==> config.mk <==
export PLATFORM = sky130hd
export DESIGN_NAME = pau_queue
export DESIGN_NICKNAME = d
export VERILOG_FILES = /design/src/rtl/core/pau_pkg.sv /design/src/rtl/core/pau_queue.sv
export SDC_FILE = /design/constraint.sdc
export NUM_CORES = 1
export LEC_CHECK = 0
export BUFFER_PORTS_ARGS = -buffer_cell sky130_fd_sc_hd__buf_2
export CORE_AREA = 2 2 251 253
export DETAILED_ROUTE_END_ITERATION = 12
export DIE_AREA = 0 0 253 255
export RECOVER_POWER = 25
export SYNTH_ARGS = -nofsm -noshare
export SYNTH_HDL_FRONTEND = slang
export SYNTH_SLANG_ARGS = --single-unit
==> constraint.sdc <==
create_clock -name clock -period 19.3 [get_ports clock]
set_input_delay 0.965 -clock clock [delete_from_list [all_inputs] [get_ports clock]]
set_output_delay 0.965 -clock clock [all_outputs]
set_load 0.03 [all_outputs]
==> src/rtl/core/pau_pkg.sv <==
// Shared types and constants for the pixel art upscaler.
package pau_pkg;

   localparam logic [1:0] MODE_SCALE2X = 2'd0;
   localparam logic [1:0] MODE_SCALE3X = 2'd1;
   localparam logic [1:0] MODE_EAGLE2X = 2'd2;
   localparam logic [1:0] MODE_UNUSED  = 2'd3;

   localparam logic [1:0] CSR_MODE   = 2'd0;
   localparam logic [1:0] CSR_WIDTH  = 2'd1;
   localparam logic [1:0] CSR_HEIGHT = 2'd2;

   // One centre to expand: neighborhood A..I, position, scale and end flag.
   typedef struct packed {
      logic [8:0][31:0] nb;
      logic [11:0]      cx;
      logic [11:0]      cy;
      logic [1:0]       mode;
      logic             last;
   } job_type;

endpackage

==> src/rtl/core/pau_queue.sv <==
// Short job queue between front and back.
module pau_queue #(
   parameter int DEPTH = 2
) (
   input  logic             clock,
   input  logic             reset,
   input  logic             push,
   input  pau_pkg::job_type push_data,
   output logic             full,
   input  logic             pop,
   output logic             not_empty,
   output pau_pkg::job_type head
);
   localparam int PW = $clog2(DEPTH);
   pau_pkg::job_type buf_ff [DEPTH];
   logic [PW-1:0] wp_ff, rp_ff;
   logic [PW:0]   cnt_ff;

   assign full = cnt_ff == (PW+1)'(DEPTH);
   assign not_empty = cnt_ff != '0;
   assign head = buf_ff[rp_ff];

   always_ff @(posedge clock) begin
      if (reset) begin
         wp_ff <= '0; rp_ff <= '0; cnt_ff <= '0;
      end else begin
         if (push) wp_ff <= (wp_ff == PW'(DEPTH-1)) ? '0 : wp_ff + PW'(1);
         if (pop) rp_ff <= (rp_ff == PW'(DEPTH-1)) ? '0 : rp_ff + PW'(1);
         cnt_ff <= cnt_ff + (PW+1)'(push) - (PW+1)'(pop);
      end
      if (push) buf_ff[wp_ff] <= push_data;
   end
endmodule

==> impl_metrics.py <==
metrics = {
    "global_routing": {
        "grt_max_degree": 78,
        "antenna_found_initial": 21,
        "grt_pass1_wl_mm": 76.6,
        "grt_pass1_vias": 12600,
        "overflow": 0,
        "grtUsageTotal_pct": 16.0,
    },
    "power": {
        "irDropWorstVdd_v": 0.0000795,
        "total_power_mw": 3.35,
        "p_per_area_mw_per_mm2": 115,
        "p_leak_nw": 10.6,
    },
    "timing": {
        "finalClockSkew_ps": 15.5,
        "period_minus_slack_ps": 5540,
        "slew_headroom_pct": 27.8,
        "tns_ps": 0,
        "finalCritPeriodShare_pct": 28.7,
        "final_hold_viol_count": 0,
        "setup_viol": 0,
        "grt_setup_unrepaired": "no",
        "maxSlewViolCount": 0,
        "max_freq_ghz": 0.180,
        "worst_slack_ps": 13760,
        "tightest_slew_ps": 1080,
    },
    "layout": {
        "drive_gt1_share_pct": 57.0,
        "synthToLayoutAreaGrowth_pct": 26.3,
        "fin_cells": 2544,
        "nets": 2006,
    },
    "floorplanning": {
        "start_util_pct": 37.1,
        "rows": 92,
        "dieArea_mm2": 0.0645,
        "io_pins": 636,
        "design.core.area_mm2": 0.0622,
        "die_h_um": 255,
        "die_w_um": 253,
    },
    "synth": {
        "synthCells": 1001,
        "mappedNetlistArea_mm2": 0.0230,
        "synth_fp_nets": 1322,
        "netlist-cell-type-count": 13,
        "synth-seq-cells": 635,
        "ys_warn_count": 0,
        "yosysSeqAreaShare_pct": 82.5,
        "postSynthAreaPerCell_um2": 23.0,
    },
    "place": {
        "place_congestion": 0.831,
        "dp.cells": 2413,
        "place_ws_ps": 14290,
        "io_buffers": 635,
        "hpwl_mm": 38.0,
    },
    "route": {
        "drtIter0Drc": 635,
        "totalWireLength_mm": 54.1,
        "drc_errors": 0,
        "first_pass_iters": 4,
        "viasPerCell": 4.73,
        "wl_per_cell_um": 21.3,
        "via_count": 12000,
        "antenna_left": 0,
    },
    "clocking": {
        "worstSkewPairLatency_ps": 580,
        "post_cts_buffers": 0,
        "clock-root-buffer": "clkbuf_16",
        "clock_sinks": 635,
        "cts_buffers": 69,
        "clk_path_buf_depth": 3,
        "path_clk_slew_ps": 50,
        "htree_num_levels": 3,
        "hold_buffers": 0,
        "cts_tree": "yes",
        "cts_resized": 0,
    },
    "setup_path": {
        "cp-end-kind": "output port",
        "worstSetupPathType": "reg -> out",
        "start_kind": "flop",
        "crit_arrival_ps": 4580,
        "rr_worst_depth": 3,
        "required_ps": 18330,
        "cp_max_fo": 77,
    },
    "worst_hold_path": {
        "whs_path_depth": 2,
        "hp-class": "reg -> reg",
    },
    "run": {
        "drv_cap": 0,
    },
    "run_status": {
        "outcome": "complete, no violations",
    },
}
## metrics by stage
step	utilization [%]	hold slack, ps	cell area, um^2
floorplan	-	480	23000
global placement	43.4	496	27000
detailed placement	43.4	500	27000
CTS	46.9	514	29200
global route	46.8	527	29100
finish	46.8	514	29100
## cells in the mapped netlist
master	count	share of area [%]
nor2b_1	3	0.081
inv_1	2	0.033
dfxtp_1	5	0.43
ha_1	2	0.11
xnor2_1	2	0.076
nor2_1	4	0.065
mux2_2	315	15
edfxtp_1	630	82
buf_2	6	0.13
buf_6	29	1.4
and2_1	1	0.027
or2_2	1	0.027
xnor3_1	1	0.098
## state kept, by name (all words and copies together) (netlist names), named ones only
register / cells
rp_ff: 1
wp_ff: 1
cnt_ff: 2
buf_ff: 630
## worst max-delay path: stages (launching register included)
cell	delay, ps
dfxtp_4	930
buf_4	920
buf_4	610
buf_4	730
mux2_2	420
buf_2	180
## layer usage
metal / global-route usage [%] / part of all wire (%)
met5: 0 / 0.19
met4: 8.27 / 4.4
met3: 6.09 / 9.1
met2: 27.2 / 51
met1: 17.6 / 35
## logic make-up (layout without fill, tap and decap cells)
logic type,Yosys count,after routing,share of synthesized area [%]
xor gates and xnor gates,3,3,0.174
and+or+nand+nor,9,9,0.201
adders and majority gates,2,2,0.109
buffers and inverters,37,769,1.58
other,0,12,0
DFF,635,635,82.5
muxes,315,315,15.4
## power by group
| group | switching [mW] | internal (mW) | total [mW] | leakage [nW] |
|---|---|---|---|---|
| Clock | 0.511 | 0.759 | 1.27 | 1.06 |
| Sequential | 0.0256 | 1.61 | 1.64 | 5.96 |
| Combinational | 0.293 | 0.148 | 0.441 | 3.61 |
| Total | 0.829 | 2.52 | 3.35 | 10.6 |
## cells in the final DEF (no fill, tap or decap), types with 7 or more instances in the layout
| cell type | Yosys | layout |
|---|---|---|
| buf_4 | 0 | 13 |
| buf_2 | 6 | 562 |
| edfxtp_1 | 630 | 630 |
| diode_2 | 0 | 12 |
| mux2_2 | 315 | 315 |
| clkinv_1 | 0 | 13 |
| clkbuf_16 | 0 | 70 |
| clkbuf_1 | 0 | 86 |
| bufinv_16 | 0 | 7 |
| clkinv_2 | 0 | 9 |
## worst paths after layout
path / start / end / slack, ps
worst min-delay path: rp_ff$_SDFFE_PP0P_ / rp_ff$_SDFFE_PP0P_ / 510
worst max-delay path: flop / head[253] / 13760
worst min register to register: rp_ff$_SDFFE_PP0P_ / rp_ff$_SDFFE_PP0P_ / 510
worst max register to register: wp_ff$_SDFFE_PP0P_ / buf_ff[1][208]$_DFFE_PP_ / 15810
## cell type report
type,instances,area [um^2]
fillers,5424,33100
clock buffers,83,1800
flip-flops and latches,635,19000
clock inverters,36,385
repair buffers,648,3180
multi-input cells,329,3670
diodes,12,30.0
inverters,2,7.51
well taps,799,1000
No activity file was read; power rests on OpenSTA's default activity.
