<file path="src/rtl/core/pau_pkg.sv">
// Shared types and constants for the pixel art upscaler.
package pau_pkg;

   localparam logic [1:0] MODE_SCALE2X = 2'd0;
   localparam logic [1:0] MODE_SCALE3X = 2'd1;
   localparam logic [1:0] MODE_EAGLE2X = 2'd2;
   localparam logic [1:0] MODE_UNUSED  = 2'd3;

   localparam logic [1:0] CSR_MODE   = 2'd0;
   localparam logic [1:0] CSR_WIDTH  = 2'd1;
   localparam logic [1:0] CSR_HEIGHT = 2'd2;

   // One centre to expand: neighborhood A..I, position, scale and end flag.
   typedef struct packed {
      logic [8:0][31:0] nb;
      logic [11:0]      cx;
      logic [11:0]      cy;
      logic [1:0]       mode;
      logic             last;
   } job_type;

endpackage

</file>
<file path="src/rtl/core/pau_back.sv">
// Back end: expands one centre into its output pixels, one per cycle while rsp_stall allows.
module pau_back (
   input  logic             clock,
   input  logic             reset,
   input  logic             job_ready,
   input  pau_pkg::job_type job,
   output logic             job_pop,
   output logic             rsp_valid,
   input  logic             rsp_stall,
   output logic [11:0]      rsp_out_x,
   output logic [11:0]      rsp_out_y,
   output logic [31:0]      rsp_pixel_out,
   output logic             rsp_last,
   output logic             idle
);
   logic [31:0] A, B, C, D, E, F, G, H, I;
   logic [8:0][31:0] px;
   logic [1:0] s;
   logic [1:0] i_ff, j_ff;
   logic pre, db, bf, dh, hf;

   always_comb begin
      {I, H, G, F, E, D, C, B, A} = job.nb;
      pre = (B != H) && (D != F);
      db = D == B; bf = B == F; dh = D == H; hf = H == F;
      px = '0;
      s = 2'd2;
      case (job.mode)
         pau_pkg::MODE_SCALE3X: begin
            s = 2'd3;
            px[0] = (pre && db) ? D : E;
            px[1] = (pre && ((db && E != C) || (bf && E != A))) ? B : E;
            px[2] = (pre && bf) ? F : E;
            px[3] = (pre && ((db && E != G) || (dh && E != A))) ? D : E;
            px[4] = E;
            px[5] = (pre && ((bf && E != I) || (hf && E != C))) ? F : E;
            px[6] = (pre && dh) ? D : E;
            px[7] = (pre && ((dh && E != I) || (hf && E != G))) ? H : E;
            px[8] = (pre && hf) ? F : E;
         end
         pau_pkg::MODE_EAGLE2X: begin
            px[0] = (D == A && B == A) ? A : E;
            px[1] = (B == C && F == C) ? C : E;
            px[2] = (D == G && H == G) ? G : E;
            px[3] = (F == I && H == I) ? I : E;
         end
         default: begin
            px[0] = (pre && db) ? D : E;
            px[1] = (pre && bf) ? F : E;
            px[2] = (pre && dh) ? D : E;
            px[3] = (pre && hf) ? F : E;
         end
      endcase
   end

   logic out_free, end_blk, fire;
   logic [3:0] idx;
   assign out_free = !rsp_valid || !rsp_stall;
   assign fire = job_ready && out_free;
   assign end_blk = (i_ff == s - 2'd1) && (j_ff == s - 2'd1);
   assign job_pop = fire && end_blk;
   assign idx = 4'(j_ff) * 4'(s) + 4'(i_ff);
   assign idle = !rsp_valid && !job_ready;

   always_ff @(posedge clock) begin
      if (reset) begin
         rsp_valid <= 1'b0; i_ff <= '0; j_ff <= '0;
      end else begin
         if (out_free) rsp_valid <= job_ready;
         if (fire) begin
            if (i_ff == s - 2'd1) begin
               i_ff <= '0;
               j_ff <= end_blk ? 2'd0 : j_ff + 2'd1;
            end else i_ff <= i_ff + 2'd1;
         end
      end
      if (fire) begin
         rsp_out_x     <= 12'(job.cx * 12'(s)) + 12'(i_ff);
         rsp_out_y     <= 12'(job.cy * 12'(s)) + 12'(j_ff);
         rsp_pixel_out <= px[idx];
         rsp_last      <= job.last && end_blk;
      end
   end
endmodule

</file>
<file path="config.mk">
export PLATFORM = sky130hd
export DESIGN_NAME = pau_back
export DESIGN_NICKNAME = d
export VERILOG_FILES = /design/src/rtl/core/pau_pkg.sv /design/src/rtl/core/pau_back.sv
export SDC_FILE = /design/constraint.sdc
export NUM_CORES = 1
export LEC_CHECK = 0
export ABC_AREA = 1
export BUFFER_PORTS_ARGS = -buffer_cell sky130_fd_sc_hd__buf_2
export CAP_MARGIN = 20
export CORE_MARGIN = 2
export CORE_UTILIZATION = 40
export CTS_CLUSTER_SIZE = 12
export DETAILED_ROUTE_END_ITERATION = 16
export SLEW_MARGIN = 20
export SYNTH_ARGS = -nofsm -noshare
export SYNTH_HDL_FRONTEND = slang
export SYNTH_SLANG_ARGS = --single-unit
</file>
<file path="constraint.sdc">
create_clock -name clock -period 9.7 [get_ports clock]
set_input_delay 1.94 -clock clock [delete_from_list [all_inputs] [get_ports clock]]
set_output_delay 1.94 -clock clock [all_outputs]
set_load 0.1 [all_outputs]
</file>
==> metrics.md <==
| Metric | Value |
|---|---|
| Startpoint type of the worst setup path | primary input |
| Post-route ant nets | 0 |
| Area leader, netlist | nand2_1 |
| 1st-iter DRT viols | 4733 |
| CP max FO | 35 |
| Vias | 32400 |
| R2R cell count | 14 |
| Total negative slack | 0 ns |
| Top post-synthesis cells by area | nand2_1, nand3_1, edfxtp_1 |
| Worst IR Drop VDD | 0.0792 mV |
| Post-CTS Setup Bufs | 0 |
| Hold_buf cts | 0 |
| Post-synth top cells | nand2_1, nand3_1, nor2_1 |
| Hold WS | 0.501 ns |
| # resized after CTS | 0 |
| Max_slew headroom | 0.239 |
| Reg-to-Reg Start | j_ff[1]$_SDFFE_PP0P_ |
| CTS tree | done |
| Seq cells post-synth | 62 |
| Num CTS Buffers | 9 |
| Fin area | 25100 um2 |
| Syn_nets | 5072 |
| # rows | 88 |
| CP peak stage delay | 0.80 ns |
| Vias/cell | 5.86 |
| Fill cells | 6800 |
| Mean routed wirelength per cell | 25.1 um |
| Die area | 60100 um2 |
| Most frequent cell after synthesis | nand2_1 |
| Post-route insts no fill | 5532 |
| RSZ-0062 raised after global routing | no |
| DRT met1 WL | 49700 um |
| Post-synth top area share | 0.325 |
| Die height | 245 um |
| Area of the multi-input gates | 18100 um2 |
| Max layer used | met5 |
| Initial Utilization | 0.404 |
| Most numerous cell on the critical path | nand2_1 |
| GRT Total Usage | 0.446 |
| Status | finished, final reports clean |
| Post-Route WL | 139000 um |
| TritonRoute pass-1 iters | 7 |
| Ports | 379 |
| Crit path DAT | 6.61 ns |
| Die width | 245 um |
| Syn Std Cell Area | 23300 um2 |
| YS warnings | 0 |
| CTS root buf | clkbuf_16 |
| Async set-reset flop share out of synthesis | 0 |
| Initial antenna violation count | 3 |
| Reg2Reg Setup Slack | 5.88 ns |
| Worst-skew pair later-pin latency | 0.35 ns |
| Critical Path, Cell by Cell | buf_2 -> inv_1 -> nand2_1 -> nand2_1 -> nor2_1 -> nand2_1 -> nor2_1 -> nand2_1 -> nor2_4 -> nand2_1 -> nand2_2 -> nand2_2 -> nand2_1 -> nand3_1 -> nand2_1 -> nand2_1 -> nor2_1 -> nor2_1 -> nand2_1 -> nand2_1 |
| GRT Residual Overflow | 0 |
| Yosys cell types | 37 |
| Least-Margin Pin Slew | 1.14 ns |
| DRC Markers | 0 |
| Crit path required time | 9.81 ns |
| Number of global-route vias before repair | 29800 |
| Routed wl met2 | 58500 um |
| Final setup fails | 0 |
| Avg Cell Area, Syn | 4.95 um2 |
| Max Cap Viol | 0 |
| Fin Clk Skew | 0.00540 ns |
| Port Buffers | 378 |
| Final hold viol count | 0 |
| Final period util | 0.670 |
| Hpwl dp | 105000 um |
| Wire length on met3 | 16200 um |
| Routability cong. | 1.08 |
| Critical-path top delay cell | nor2_4 |
| Leakage | 13.7 nW |
| Worst reg2reg endpoint | rsp_pixel_out[8]$_DFFE_PP_ |
| CTS Buffer Depth | 2 |
| Final Power | 2.33 mW |
| H-Tree Depth | 3 |
| Share of layout cells above drive strength 1 | 0.117 |
| Hold_sp | rsp_valid$_SDFFE_PP0N_ |
| Largest net degree at the start of global routing | 96 |
| Placed Area | 24700 um2 |
| P&R area growth vs syn | 7.76% |
| Register area | 1810 um2 |
| EDFF count, synth | 57 |
| Final number of max-transition violations | 0 |
| First-pass GRT wire length | 198000 um |
| Fin nets | 5132 |
| Worst setup path startpoint | job[208] |
| CP Capture Type | flop |
| Fmax achieved | 154 MHz |
| Sequential fraction of the synthesis area | 0.0778 |
| Crit Path Class | primary input to flop |
| Hold Crit Class | flop to flop |
| Placed Cells | 5515 |
| Critical path endpoint | rsp_pixel_out[13]$_DFFE_PP_ |
| Power Density | 93.0 nW/um2 |
| Clk slew on worst S/H paths | 0.06 ns |
| Cells after synthesis | 4701 |
| Ys flop type | edfxtp_1 |
| Core Footprint | 57600 um2 |
| Clock sink total | 62 |
| Tmin final | 6.50 ns |
power breakdown:
| part | total [mW] | internal, mW | switching [mW] |
|---|---|---|---|
| combinational | 1.58 | 0.398 | 1.18 |
| clock | 0.397 | 0.255 | 0.142 |
| sequential | 0.359 | 0.345 | 0.0139 |
| total | 2.33 | 0.998 | 1.33 |
critical path: cells and delay by family:
family | cells | cell delay, ns
buffers and inverters | 2 | 0.51
AND/OR/NAND/NOR | 18 | 4.10
metrics by stage:
step / util / worst slack (ns)
after global routing: 0.436 / 3.04
final: 0.436 / 3.20
after floorplan: - / 3.61
after CTS: 0.436 / 3.52
after global placement: 0.430 / 3.15
after detailed placement: 0.430 / 3.15
flip-flops by register name, indices dropped and copies added (netlist names):
| name | flops |
|---|---|
| rsp_pixel_out | 32 |
| rsp_out_x | 12 |
| rsp_out_y | 12 |
| i_ff | 2 |
| j_ff | 2 |
| rsp_last | 1 |
| rsp_valid | 1 |
cells in the final DEF, fill, tap and decap left out, types with 82 or more instances in the layout:
cell type,synthesis,layout
nand2_1,2016,2015
xor2_1,135,135
buf_2,206,378
a21oi_1,100,100
nor2_1,384,379
xnor2_1,188,188
inv_2,93,96
nand3_1,745,745
inv_1,337,333
nand4_1,82,82
layer usage:
metal | GRT usage | up-vias
li1 | - | 14700
met1 | 0.537 | 14500
met2 | 0.686 | 2485
met3 | 0.0871 | 734
met4 | 0.368 | 6
met5 | 0 | -
worst min path at each step:
stage	endpoint	slack, ns	cells after the start
final	rsp_valid$_SDFFE_PP0N_	0.50	2
after floorplan	j_ff[1]$_SDFFE_PP0P_	0.52	2
after detailed placement	rsp_valid$_SDFFE_PP0N_	0.49	2
after global placement	rsp_valid$_SDFFE_PP0N_	0.48	2
after CTS	rsp_valid$_SDFFE_PP0N_	0.50	2
after global routing	rsp_valid$_SDFFE_PP0N_	0.53	2
cells by family (layout without fill, tap and decap cells):
| kind of cell | count (synthesis) | in the layout | synth area share |
|---|---|---|---|
| XOR/XNOR | 323 | 323 | 0.122 |
| flip-flops | 62 | 62 | 0.0778 |
| adder cells (fa/ha/maj) | 52 | 52 | 0.0299 |
| AND/OR/NAND/NOR | 3285 | 3285 | 0.587 |
| other | 0 | 1 | 0 |
| AO/OA/AOI/OAI | 166 | 166 | 0.0367 |
| buffers and inverters | 813 | 878 | 0.147 |
final cells by class:
| class | instances | area share |
|---|---|---|
| diodes | 1 | 0.0000997 |
| clock buffers | 9 | 0.00898 |
| clock inverters | 7 | 0.00499 |
| inverters | 450 | 0.0675 |
| multi-input cells | 3826 | 0.722 |
| flip-flops and latches | 62 | 0.0722 |
| well taps | 765 | 0.0382 |
| repair buffers | 412 | 0.0856 |
Power figures use the tool's default switching activity.
